$ cat src/rtl/dvtu_pkg.sv
`timescale 1ns / 1ps

package dvtu_pkg;

    localparam int MAX_NODES = 16;
    localparam int DIST_BITS = 16;
    localparam int ID_W      = $clog2(MAX_NODES);
    localparam int ADDR_W    = 2 * ID_W;
    localparam int DEPTH     = MAX_NODES * MAX_NODES;
    localparam int NCNT_W    = ID_W + 1;

    localparam logic [DIST_BITS-1:0] DIST_INF = {DIST_BITS{1'b1}};
    localparam logic [DIST_BITS-1:0] DIST_MAX = {1'b0, {(DIST_BITS-1){1'b1}}};

    // Input item kinds.
    localparam logic [1:0] KIND_CLEAR = 2'd0;
    localparam logic [1:0] KIND_LINK  = 2'd1;
    localparam logic [1:0] KIND_ENTRY = 2'd2;
    localparam logic [1:0] KIND_QUERY = 2'd3;

    // Result kinds.
    localparam logic [1:0] RES_CHANGE = 2'd0;
    localparam logic [1:0] RES_FINISH = 2'd1;
    localparam logic [1:0] RES_ROUTE  = 2'd2;

    // Configuration register indexes.
    localparam logic [1:0] REG_OWN_ID = 2'd0;
    localparam logic [1:0] REG_NODES  = 2'd1;
    localparam logic [1:0] REG_POISON = 2'd2;

    typedef struct packed {
        logic latch;
        logic clear;
        logic link_wr;
        logic least_upd;
        logic scan_init;
        logic scan_rd;
        logic scan_cmp;
        logic link_rd;
        logic old_rd;
        logic nv_cap;
        logic chg_wr;
        logic emit_route;
        logic emit_fin;
    } t_dp_cmd;

    typedef struct packed {
        logic [1:0] kind;
        logic       node_ok;
        logic       entry_ok;
        logic       row_end;
        logic       do_upd;
        logic       row_fin;
        logic       scan_end;
        logic       diff;
        logic       out_free;
    } t_dp_sts;

endpackage

$ cat src/rtl/dvtu_ctrl.sv
`timescale 1ns / 1ps

module dvtu_ctrl
    import dvtu_pkg::*;
(
    input  logic    i_clk,
    input  logic    i_rst_n,
    input  logic    i_valid,
    output logic    o_ready,
    input  t_dp_sts i_sts,
    output t_dp_cmd o_cmd
);

    localparam logic [3:0] S_IDLE  = 4'd0;
    localparam logic [3:0] S_EXEC  = 4'd1;
    localparam logic [3:0] S_Q_RD  = 4'd2;
    localparam logic [3:0] S_Q_CMP = 4'd3;
    localparam logic [3:0] S_Q_OUT = 4'd4;
    localparam logic [3:0] S_L_RD  = 4'd5;
    localparam logic [3:0] S_L_RD2 = 4'd6;
    localparam logic [3:0] S_L_CMP = 4'd7;
    localparam logic [3:0] S_L_CHG = 4'd8;
    localparam logic [3:0] S_L_FIN = 4'd9;

    logic [3:0] r_state;
    logic [3:0] n_state;

    assign o_ready = (r_state == S_IDLE);

    always_comb begin
        n_state = r_state;
        o_cmd   = '0;
        case (r_state)
            S_IDLE: begin
                if (i_valid) begin
                    o_cmd.latch = 1'b1;
                    n_state     = S_EXEC;
                end
            end
            S_EXEC: begin
                n_state = S_IDLE;
                case (i_sts.kind)
                    KIND_CLEAR: begin
                        o_cmd.clear = 1'b1;
                    end
                    KIND_LINK: begin
                        o_cmd.link_wr = i_sts.node_ok;
                    end
                    KIND_QUERY: begin
                        o_cmd.scan_init = 1'b1;
                        n_state = i_sts.node_ok ? S_Q_RD : S_Q_OUT;
                    end
                    default: begin
                        if (i_sts.entry_ok) begin
                            o_cmd.least_upd = 1'b1;
                            if (i_sts.row_end) begin
                                if (i_sts.do_upd) begin
                                    n_state = S_L_RD;
                                end else if (i_sts.row_fin) begin
                                    n_state = S_L_FIN;
                                end
                            end
                        end
                    end
                endcase
            end
            S_Q_RD: begin
                o_cmd.scan_rd = 1'b1;
                n_state       = S_Q_CMP;
            end
            S_Q_CMP: begin
                o_cmd.scan_cmp = 1'b1;
                n_state        = i_sts.scan_end ? S_Q_OUT : S_Q_RD;
            end
            S_Q_OUT: begin
                if (i_sts.out_free) begin
                    o_cmd.emit_route = 1'b1;
                    n_state          = S_IDLE;
                end
            end
            S_L_RD: begin
                o_cmd.link_rd = 1'b1;
                n_state       = S_L_RD2;
            end
            S_L_RD2: begin
                o_cmd.old_rd = 1'b1;
                n_state      = S_L_CMP;
            end
            S_L_CMP: begin
                o_cmd.nv_cap = 1'b1;
                if (i_sts.diff) begin
                    n_state = S_L_CHG;
                end else if (i_sts.row_fin) begin
                    n_state = S_L_FIN;
                end else begin
                    n_state = S_IDLE;
                end
            end
            S_L_CHG: begin
                if (i_sts.out_free) begin
                    o_cmd.chg_wr = 1'b1;
                    n_state      = i_sts.row_fin ? S_L_FIN : S_IDLE;
                end
            end
            S_L_FIN: begin
                if (i_sts.out_free) begin
                    o_cmd.emit_fin = 1'b1;
                    n_state        = S_IDLE;
                end
            end
            default: begin
                n_state = S_IDLE;
            end
        endcase
    end

    always_ff @(posedge i_clk) begin
        if (!i_rst_n) begin
            r_state <= S_IDLE;
        end else begin
            r_state <= n_state;
        end
    end

endmodule

$ cat config.mk
export PLATFORM = sky130hd
export DESIGN_NAME = dvtu_ctrl
export DESIGN_NICKNAME = d
export VERILOG_FILES = /design/src/rtl/dvtu_pkg.sv /design/src/rtl/dvtu_ctrl.sv
export SDC_FILE = /design/constraint.sdc
export NUM_CORES = 1
export LEC_CHECK = 0
export BUFFER_PORTS_ARGS = -buffer_cell sky130_fd_sc_hd__clkbuf_2
export CORE_AREA = 2 2 39 41
export DETAILED_ROUTE_END_ITERATION = 7
export DIE_AREA = 0 0 41 43
export PLACE_DENSITY_LB_ADDON = 0.08
export SETUP_SLACK_MARGIN = 0.4
export SYNTH_ARGS = -nofsm -noshare
export SYNTH_HDL_FRONTEND = slang
export SYNTH_SLANG_ARGS = --single-unit
$ cat constraint.sdc
create_clock -name i_clk -period 1.4 [get_ports i_clk]
set_input_delay 0.28 -clock i_clk [delete_from_list [all_inputs] [get_ports i_clk]]
set_output_delay 0.28 -clock i_clk [all_outputs]
set_load 0.1 [all_outputs]
==> results of run 1 <==
## logic make-up after synthesis
family / count (synthesis) / synth area share
and+or+nand+nor: 42 / 0.490
AOI/OAI and AO/OA: 14 / 0.223
buffers and inverters: 11 / 0.103
DFF: 4 / 0.164
muxes: 1 / 0.0205
## timing repair
action                                  4_1_cts
endpoints found under the setup margin       18
gates cloned                                  0
pin swaps                                    11
endpoints found under the hold margin         0
setup buffers                                 8
gates resized for setup                      27
## through the flow
| step | setup slack, ps | instance area [um^2] | instances |
|---|---|---|---|
| floorplan | -1100 | 627 | 72 |
| global placement | -235 | 1040 | 124 |
| detailed placement | -270 | 1040 | 124 |
| CTS | -418 | 1250 | 135 |
==> out/qor.txt, run 1 <==
Status = did not finish
Last stage = global routing (5_1_grt)
Tool error = [ERROR DPL-0033] detailed placement checks failed during check placement.
Syn_area_per_cell = 6.78 um^2
# rows = 14
Overall die width = 41 um
Area contributors post-synth = dfxtp_1 (16%), nor3_1 (9.2%), nor2_1 (6.2%), nand2b_1 (5.1%), nor2b_1 (5.1%)
IO buf count = 26
CTS Buffer Depth = 2
# IOs = 27
Die Span Y = 43 um
Synth async-reset ratio = 0
Largest net degree at the start of global routing = 19
Worst-path end type = output port
Leading area contributor after synthesis = dfxtp_1
Count leader, synth = nor3_1
Clk root buf = clkbuf_4
Post-Syn Nets = 85
Num CTS Buffers = 3
Synth cell types = 32
TritonCTS Sinks = 4
Initial Util = 0.353
Dpl hpwl = 1460 um
Post-CTS Hold Buffers = 0
Yosys reg bits = 4
Seq/Total Area, Yosys = 0.164
Post-Syn Area = 488 um^2
RD Place Congestion = 0.833
Grt repair worst endpoint = o_cmd[10]
Post-synth top area share = 0.164
Post-Syn Instances = 72
Post-synth EDFFs = 0
Initial antenna violation count = 0
Synth warn = 0
Synth Flop Type = dfxtp_1
Commonest cells post-synth = nor3_1 (9), nor2_1 (8), inv_1 (6), nand2_1 (6)
CTS H-tree depth = 1
==> run 2, diff against run 1 <==
CORE_AREA = 2 2 63 65   (was 2 2 39 41)
DIE_AREA = 0 0 65 67   (was 0 0 41 43)
PLACE_DENSITY_LB_ADDON = 0.15   (was 0.08)
SETUP_SLACK_MARGIN = default   (was 0.4)
clock period = 1.8 ns   (was 1.4 ns; I/O delays follow)
==> run 2 against run 1 <==
Net effect:
- the flow now finishes, with violations (negative setup slack)
- synthesized area unchanged
- synthesized cell count unchanged
==> out/qor.txt, run 2 <==
Latest clock arrival within the worst-skew pair = 220 ps
VDD IR-drop max = 205 uV
Violated checks = negative setup slack
Clock transition at the registers of the reported paths = 30 ps
Count leader, synth = nor3_1
# IOs = 27 (unchanged)
Largest registers = r_state x4
Synth warn = 0 (unchanged)
Switch share = 0.414
Final wirelength = 1790 um
Layout area overhead = 124%
Clk pwr share = 0.299
Commonest cells post-synth = nor3_1 (9), nor2_1 (8), inv_1 (6), nand2_1 (6)
Commonest non-fill, non-tap cell in the layout = buf_12
Post-Syn Instances = 72 (unchanged)
Share of cells above drive strength 1 = 0.566
NetSw = 258 uW
Final hold viol count = 0
Crit path kind = reg2out
CTS Buffer Depth = 2 (unchanged)
Syn_area_per_cell = 6.78 um^2 (unchanged)
Comb pwr share = 0.540
Peak Freq = 529 MHz
Largest net degree at the start of global routing = 19
Post-route setup slack = -89.8 ps
Via count of the routed design = 647
CP Cell Sequence = or4b_4, nor3_4, buf_12
Area contributors post-synth = dfxtp_1 (16%), nor3_1 (9.2%), nor2_1 (6.2%), nand2b_1 (5.1%), nor2b_1 (5.1%)
Worst Path Arrival = 1530 ps
Int Pwr = 365 uW
Vias in the first global route = 680
Synth cell types = 32 (unchanged)
Critical-path top delay cell = or4b_4
Fillers = 396
Setup TNS Final = -160 ps
DR WL/cell = 11.6 um
Worst Hold Class = in2reg
Clk root buf = clkbuf_8
IO buf count = 26 (unchanged)
Largest reg by FF count = r_state
NumNets Final = 121
Minimum clock period = 1890 ps
Post-synth top area share = 0.164 (unchanged)
Total GRT Usage = 0.0918
Remaining routing DRC violations = 0
Sequential share of power = 0.161
CP startpoint kind = flop
Crit. End Element = primary output
Status = finished with violations
Dpl hpwl = 1490 um (+2.1%)
Leak pwr = 0.000430 uW
Initial antenna violation count = 0
CTS tree = yes
Hold_ws = 414 ps
Maximum fanout along the worst path = 4
Max-Cap Viols = 0
Vias/cell = 4.20
RD Place Congestion = 0.738 (-11%)
Post-Syn Area = 488 um^2 (unchanged)
Synth Flop Type = dfxtp_1
Crit share post-route = 1.05
Initial Util = 0.135 (-0.217)
Die Span Y = 67 um (+56%)
Core area = 3610 um^2
Post-CTS Hold Buffers = 0 (unchanged)
P per Cell Area = 569 nW/um^2
Max reg flops = 4
CTS H-tree depth = 1 (unchanged)
Die Area = 4360 um^2
Post-synth EDFFs = 0 (unchanged)
Slew HR = 0.743
GR Overflow Total = 0
Most frequent cells in the layout = buf_12 (14), clkbuf_2 (12), buf_4 (10)
Num CTS Buffers = 3 (unchanged)
# rows = 22 (+8)
Max-slew violations = 0
TritonCTS Sinks = 4 (unchanged)
DR iter-0 viols = 33
Required time of the critical path = 1440 ps
RSZ-0062 raised after global routing = true
Setup violators final = 4
# diodes = 0
Worst slew pin tran = 376 ps
First-pass GRT wire length = 2960 um
Pre-antenna DRT Iters = 4
Seq/Total Area, Yosys = 0.164 (unchanged)
Clock skew = 2.21 ps
Overall die width = 65 um (+59%)
Post-Syn Nets = 85 (unchanged)
Total Power = 623 uW
Leading area contributor after synthesis = dfxtp_1
Yosys reg bits = 4 (unchanged)
Post-Place Setup Slack = 54.7 ps (+325 ps)
Crit-path max cell delay = 590 ps
Synth async-reset ratio = 0 (unchanged)
Detail Route Antenna Nets = 0
[run 2: per-stage QoR]
step,util,std cells,area [um^2]
after floorplan,-,72,612
after global placement,0.280,148,1010
after detailed placement,0.280,148,1010
after CTS,0.296,153,1070
after global routing,0.303,154,1090
final,0.303,154,1090
[run 2: worst paths after layout]
check	depth (start not counted)	end	slack, ps	start
max	3	o_cmd[9]	-90	r_state[2]
min	2	r_state[2]	410	i_rst_n
max reg2reg	5	r_state[3]	220	r_state[2]
min reg2reg	2	r_state[1]	570	r_state[3]
[run 2: timing repair]
| action | 4_1_cts | 5_1_grt |
|---|---|---|
| setup endpoints to repair | 7 | 11 |
| pin swaps | 2 | 1 |
| hold endpoints to repair | 0 | 0 |
| setup buffers | 2 | 1 |
| gates resized for setup | 1 | 6 |
[run 2: worst max-delay path, delay by kind of cell (launching register included)]
kind / cells / cell delay [ps]
and+or+nand+nor: 2 / 790
DFF: 1 / 320
buffers and inverters: 1 / 200
[run 2: power by group through the flow]
stage	Combinational [uW]	Sequential, uW	Clock (uW)
6_report	336	100	186
5_1_grt	359	100	194
4_1_cts	338	99.4	187
3_5_place_dp	333	100	0
3_3_place_gp	331	99.8	0
2_1_floorplan	238	98.5	0
[run 2: layout make-up]
type | instances | area, um^2 | area share
timing repair buffer | 36 | 415 | 0.380
clock buffer | 3 | 41.3 | 0.0378
inverter | 6 | 26.3 | 0.0240
sequential | 4 | 82.6 | 0.0755
tap | 48 | 60.1 | 0.0549
multi-input combinational | 57 | 468 | 0.428
[run 2: layer usage]
layer  global-route usage  vias up  share of wire
met5                    0        -              0
met1                0.107      293           0.44
met4               0.0452        0          0.013
li1                     -      329              -
met2                0.147       21           0.48
met3               0.0355        4          0.065
[run 2: kinds of logic after synthesis]
kind of cell    after synthesis  synth area share
simple gates                 42             0.490
compound gates               14             0.223
buf+inv                      11             0.103
flops                         4             0.164
mux                           1            0.0205
Power figures use the tool's default switching activity.
==> run 3, diff against run 2 <==
CELL_PAD_IN_SITES_DETAIL_PLACEMENT = 1   (was default)
CELL_PAD_IN_SITES_GLOBAL_PLACEMENT = 2   (was default)
SKIP_LAST_GASP = 1   (was default)
==> run 3 against run 2 <==
Net effect:
- the run still ends with negative setup slack left
- count of clock-buffer cells in the layout did not move
- global-route usage grew 0.83 points
- critical path depth unchanged
- core utilization is 0.21 points higher
- combinational power rose by 1%
- critical endpoint unchanged
- largest power group unchanged
- highest routed layer unchanged
==> out/qor.txt, run 3 (synthesis results as in run 2) <==
Status = finished with violations
Violated checks = negative setup slack
Leak pwr = 0.000433 uW (+0.80%)
Vias/cell = 4.25 (+1.1%)
Num CTS Buffers = 3 (unchanged)
Latest clock arrival within the worst-skew pair = 220 ps (about the same)
Remaining routing DRC violations = 0 (unchanged)
Pre-antenna DRT Iters = 6 (+2)
Post-CTS Hold Buffers = 0 (unchanged)
Reg2Reg Depth = 5 (unchanged)
Utilization after layout = 0.305 (+0.00208)
Required time of the critical path = 1440 ps (about the same)
RSZ-0062 raised after global routing = true
# IOs = 27 (unchanged)
Worst Hold Class = in2reg
Fillers = 435 (+9.8%)
Die Span Y = 67 um (unchanged)
WHS Path Cells = 2 (unchanged)
CTS Buffer Depth = 2 (unchanged)
Top sig layer = met4
Hold Crit Start = i_sts[0]
Overall die width = 65 um (unchanged)
M1 WL = 847 um (+6.8%)
Worst Hold Path EP = r_state[3]
Crit path kind = reg2out
Commonest non-fill, non-tap cell in the layout = buf_12
VDD IR-drop max = 212 uV (+3.1%)
Setup violators final = 2 (-2)
Clock skew = 6.23 ps (+4.03 ps)
Dpl hpwl = 1640 um (+9.8%)
Vias in the first global route = 704 (+3.5%)
Peak Freq = 526 MHz (-0.60%)
Crit share post-route = 1.06 (+0.00633)
CP startpoint kind = flop
Total Power = 633 uW (+1.7%)
DR iter-0 viols = 17 (-48%)
Worst slew pin tran = 441 ps (+64.4 ps)
Reg-to-Reg Start = r_state[2]
Layout area overhead = 126%
Max-slew violations = 0 (unchanged)
Worst Path Arrival = 1540 ps (about the same)
Initial antenna violation count = 0 (unchanged)
Max reg flops = 4 (unchanged)
Final wirelength = 2010 um (+13%)
Most frequent cells in the layout = buf_12 (14), clkbuf_2 (12), buf_4 (10)
Area taken by multi-input logic gates = 474 um^2 (+1.3%)
Total GRT Usage = 0.100 (+0.00826)
Reg-to-reg endpoint = r_state[3]
RD Place Congestion = 0.760 (+2.9%)
Largest registers = r_state x4
CTS H-tree depth = 1 (unchanged)
Initial Util = 0.135 (unchanged)
Max-Cap Viols = 0 (unchanged)
# rows = 22 (unchanged)
Core area = 3610 um^2 (unchanged)
Maximum fanout along the worst path = 4 (unchanged)
CTS tree = yes
Met2 wire length = 1060 um (+25%)
Clock transition at the registers of the reported paths = 40 ps (about the same)
Final hold viol count = 0 (unchanged)
Minimum clock period = 1900 ps (+11.4 ps)
Clk root buf = clkbuf_8
Slew HR = 0.698 (-0.0441)
TritonCTS Sinks = 4 (unchanged)
Largest net degree at the start of global routing = 11 (-8)
# diodes = 0 (unchanged)
Detail Route Antenna Nets = 0 (unchanged)
First-pass GRT wire length = 3280 um (+11%)
Post-route setup slack = -101 ps (-11.4 ps)
Die Area = 4360 um^2 (unchanged)
NumNets Final = 121 (unchanged)
Reg2Reg Setup Slack = 190 ps (-30 ps)
Share of cells above drive strength 1 = 0.585 (+0.0189)
GR Overflow Total = 0 (unchanged)
Largest reg by FF count = r_state
IO buf count = 26 (unchanged)
Register area = 83.8 um^2 (+1.5%)
WL met3 = 83 um (-29%)
Crit. End Element = primary output
Via count of the routed design = 654 (+1.1%)
DR WL/cell = 13.1 um (+13%)
P per Cell Area = 575 nW/um^2 (+1.0%)
[run 3: cell counts in the layout (fill, tap and decap cells not counted)]
Identical to the previous run, type by type.
[run 3: final cells by class]
class,count,area share
clock buffers,3,0.0375
flip-flops and latches,4,0.0761
well taps,48,0.0545
multi-input cells,57,0.431
inverters,6,0.0239
repair buffers,36,0.377
[run 3: worst max-delay path by stage]
stage | startpoint | end | slack [ps] | cells past startpoint
global placement | r_state[1] | o_cmd[9] | 90 | 3
detailed placement | r_state[1] | o_cmd[9] | 70 | 3
global route | r_state[2] | o_cmd[9] | -150 | 3
floorplan | r_state[0] | o_cmd[12] | -780 | 4
CTS | r_state[2] | o_cmd[9] | -90 | 3
finish | r_state[2] | o_cmd[9] | -100 | 3
[run 3: per-stage QoR]
step                      setup slack (ps)  hold WS, ps  std cells  TNS (ps)  instance area (um^2)
after detailed placement              71.8          601        148         0                  1010
final                                 -101          435        154      -168                  1100
after CTS                            -94.1          442        154      -301                  1080
after global placement                94.8          600        148         0                  1010
after global routing                  -152          441        154      -276                  1100
after floorplan                       -785          481         72     -4160                   612
[run 3: per-layer routing]
metal  global-route usage  up-vias
met3               0.0270        2
met5                    0        -
met4               0.0399        0
met2                0.168       12
met1                0.121      308
li1                     -      332
[run 3: worst max-delay path, cell delays in order (launching register included)]
cell and delay, ps:
dfxtp_2 330, or4b_4 590, nor3_4 190, buf_12 200
[run 3: power by group]
part           switching, uW  internal, uW  leakage (uW)  total, uW
registers               5.85          95.3     0.0000341        101
clock network           49.2           143     0.0000216        192
logic                    212           128      0.000377        340
total                    267           366      0.000433        633
[run 3: timing repair]
action | CTS | global route
setup endpoints to repair | 7 | 10
resized for setup | 3 | 6
pin swaps | 3 | 0
buffers inserted | 3 | 0
==> run 4, diff against run 3 <==
ABC_AREA = 1   (was default)
RECOVER_POWER = 50   (was default)
==> run 4 against run 3 <==
Net effect:
- the run now ends clean
- non-clock buffer count is 1 lower
- clock skew is 5.2 ps lower
- clock power is 11% higher
- flip-flop and latch count stayed put
- combinational power rose by 27%
- sequential power up 8%
- count of clock-buffer cells in the layout is 1 higher
- via count grew 8.4%
- die area unchanged
==> out/qor.txt, run 4 <==
# diodes = 0 (unchanged)
Worst Hold Class = in2reg
Minimum clock period = 1760 ps (-138 ps)
Remaining routing DRC violations = 0 (unchanged)
Fillers = 442 (+1.6%)
Largest net degree at the start of global routing = 8 (-3)
Pre-antenna DRT Iters = 2 (-4)
Clock skew = 0.997 ps (-5.24 ps)
Final hold viol count = 0 (unchanged)
Num CTS Buffers = 3 (unchanged)
Slew HR = 0.814 (+0.116)
Reg-to-reg endpoint = r_state[2]
CTS Buffer Depth = 2 (unchanged)
Share of cells above drive strength 1 = 0.516 (-0.0693)
Area taken by multi-input logic gates = 410 um^2 (-13%)
Via count of the routed design = 709 (+8.4%)
Commonest cells post-synth = nand2_1 (22), inv_1 (17), nor2_1 (15)
Clock transition at the registers of the reported paths = 40 ps (about the same)
Largest reg by FF count = r_state
Crit path kind = reg2out
Register area = 92.6 um^2 (+10%)
Die Area = 4360 um^2 (unchanged)
NumNets Final = 142 (+17%)
CTS tree = yes
Leading area contributor after synthesis = nand2_1
Max reg flops = 4 (unchanged)
Max-slew violations = 0 (unchanged)
Utilization after layout = 0.303 (-0.00278)
DR iter-0 viols = 4 (-13)
Final Cell Area = 1090 um^2 (-0.91%)
Die Span Y = 67 um (unchanged)
Worst slew pin tran = 278 ps (-163 ps)
Most frequent cells in the layout = nand2_1 (21), inv_1 (14), buf_12 (14)
Total GRT Usage = 0.0975 (-0.00263)
CP Cell Sequence = inv_2, nand2_4, nor2_4, clkinv_4, nor3_4, buf_12
VDD IR-drop max = 167 uV (-21%)
Worst Hold Path EP = r_state[1]
Hold Crit Start = i_sts[7]
Crit share post-route = 0.979 (-0.0769)
Reg2Reg Setup Slack = 300 ps (+110 ps)
Required time of the critical path = 1440 ps (about the same)
Final wirelength = 2070 um (+2.6%)
Critical-path top delay cell = dfxtp_2
Worst Path Arrival = 1400 ps (-140 ps)
Peak Freq = 567 MHz (+7.9%)
Post-synth EDFFs = 0 (unchanged)
Syn_area_per_cell = 5.26 um^2 (-22%)
Largest registers = r_state x4
# rows = 22 (unchanged)
Max-Cap Viols = 0 (unchanged)
P per Cell Area = 689 nW/um^2 (+20%)
# IOs = 27 (unchanged)
Synth Flop Type = dfxtp_1
Reg2Reg Depth = 8 (+3)
CP bufs+invs = 3 (+2)
Clk root buf = clkbuf_8
GR Overflow Total = 0 (unchanged)
Post-Syn Area = 468 um^2 (-4.1%)
Status = finished clean
Leak pwr = 0.000487 uW (+12%)
Synth warn = 0 (unchanged)
Setup violators final = 0 (-2)
Post-synth top area share = 0.176 (+0.0124)
CTS H-tree depth = 1 (unchanged)
Post-Syn Nets = 102 (+20%)
Initial Util = 0.130 (-0.00555)
Core area = 3610 um^2 (unchanged)
Vias in the first global route = 714 (+1.4%)
Yosys reg bits = 4 (unchanged)
Dpl hpwl = 1640 um (+0.43%)
Initial antenna violation count = 0 (unchanged)
WHS Path Cells = 3 (+1)
Crit-path max cell delay = 320 ps (-270 ps)
Detail Route Antenna Nets = 0 (unchanged)
DR WL/cell = 11.7 um (-10%)
Vias/cell = 4.03 (-5.1%)
Layout area overhead = 133%
IO buf count = 26 (unchanged)
Worst setup startpoint = r_state[2]
RD Place Congestion = 0.674 (-11%)
Crit path max-delay family = simple AND/OR/NAND/NOR gates
Synth cell types = 17 (-47%)
Post-Syn Instances = 89 (+24%)
Commonest non-fill, non-tap cell in the layout = nand2_1
Count leader, synth = nand2_1
CP startpoint kind = flop
Cell Area, Placed = 960 um^2 (-4.8%)
Latest clock arrival within the worst-skew pair = 220 ps (about the same)
Seq/Total Area, Yosys = 0.171 (+0.00702)
Overall die width = 65 um (unchanged)
Crit. End Element = primary output
Synth async-reset ratio = 0 (unchanged)
TritonCTS Sinks = 4 (unchanged)
Setup TNS Final = 0 ps (+168 ps)
Reg-to-Reg Start = r_state[2]
Area contributors post-synth = nand2_1 (18%), dfxtp_1 (17%), inv_1 (14%), nor2_1 (12%), nor3_1 (5.3%)
Maximum fanout along the worst path = 4 (unchanged)
First-pass GRT wire length = 3330 um (+1.5%)
run 4: layout make-up:
type / instances / share of cell area
inverters: 18 / 0.0688
clock buffers: 4 / 0.0413
multi-input cells: 67 / 0.376
flip-flops and latches: 4 / 0.0849
well taps: 48 / 0.0550
repair buffers: 35 / 0.374
run 4: worst max path at each step:
stage,endpoint,cells past startpoint
floorplan,o_cmd[10],5
global placement,o_cmd[10],6
detailed placement,o_cmd[10],6
CTS,o_cmd[10],6
global route,o_cmd[10],6
finish,o_cmd[10],6
run 4: power by group:
group          leakage [uW]  total [uW]  internal (uW)  switching (uW)
Sequential        0.0000352         109           97.3            11.5
Clock             0.0000228         213            152            60.1
Combinational      0.000429         431            149             282
run 4: cells by family (layout without fill, tap and decap cells):
family | Yosys count | after routing | share of synthesized area
AND/OR/NAND/NOR | 58 | 58 | 0.575
buffers and inverters | 18 | 57 | 0.144
AO/OA/AOI/OAI | 9 | 9 | 0.110
flip-flops | 4 | 4 | 0.171
run 4: worst reg2reg max path: cells and delay by family (launching register included):
family / cells / cell delay, ps
buffers and inverters: 2 / 230
AOI/OAI and AO/OA: 2 / 470
DFF: 1 / 320
and+or+nand+nor: 4 / 420
run 4: layer usage:
metal | global-route usage | share of wire
met1 | 0.120 | 0.39
met2 | 0.173 | 0.54
met3 | 0.0203 | 0.052
met4 | 0.0239 | 0.014
met5 | 0 | 0
run 4: stage by stage:
stage / total power, uW / setup slack [ps] / std cells / hold slack (ps)
6_report: 752 / 37.3 / 176 / 430
5_1_grt: 793 / -24.7 / 176 / 449
4_1_cts: 727 / 10.4 / 168 / 443
3_5_place_dp: 504 / 219 / 163 / 518
3_3_place_gp: 506 / 254 / 163 / 515
2_1_floorplan: 371 / -88.6 / 89 / 490
run 4: timing repair:
action                                  in CTS  in global routing
pin swaps                                    2                  3
hold buffers                                 0                  0
gates cloned                                 0                  0
setup buffers                                1                  8
endpoints found under the setup margin       1                  3
gates resized for setup                      0                  8
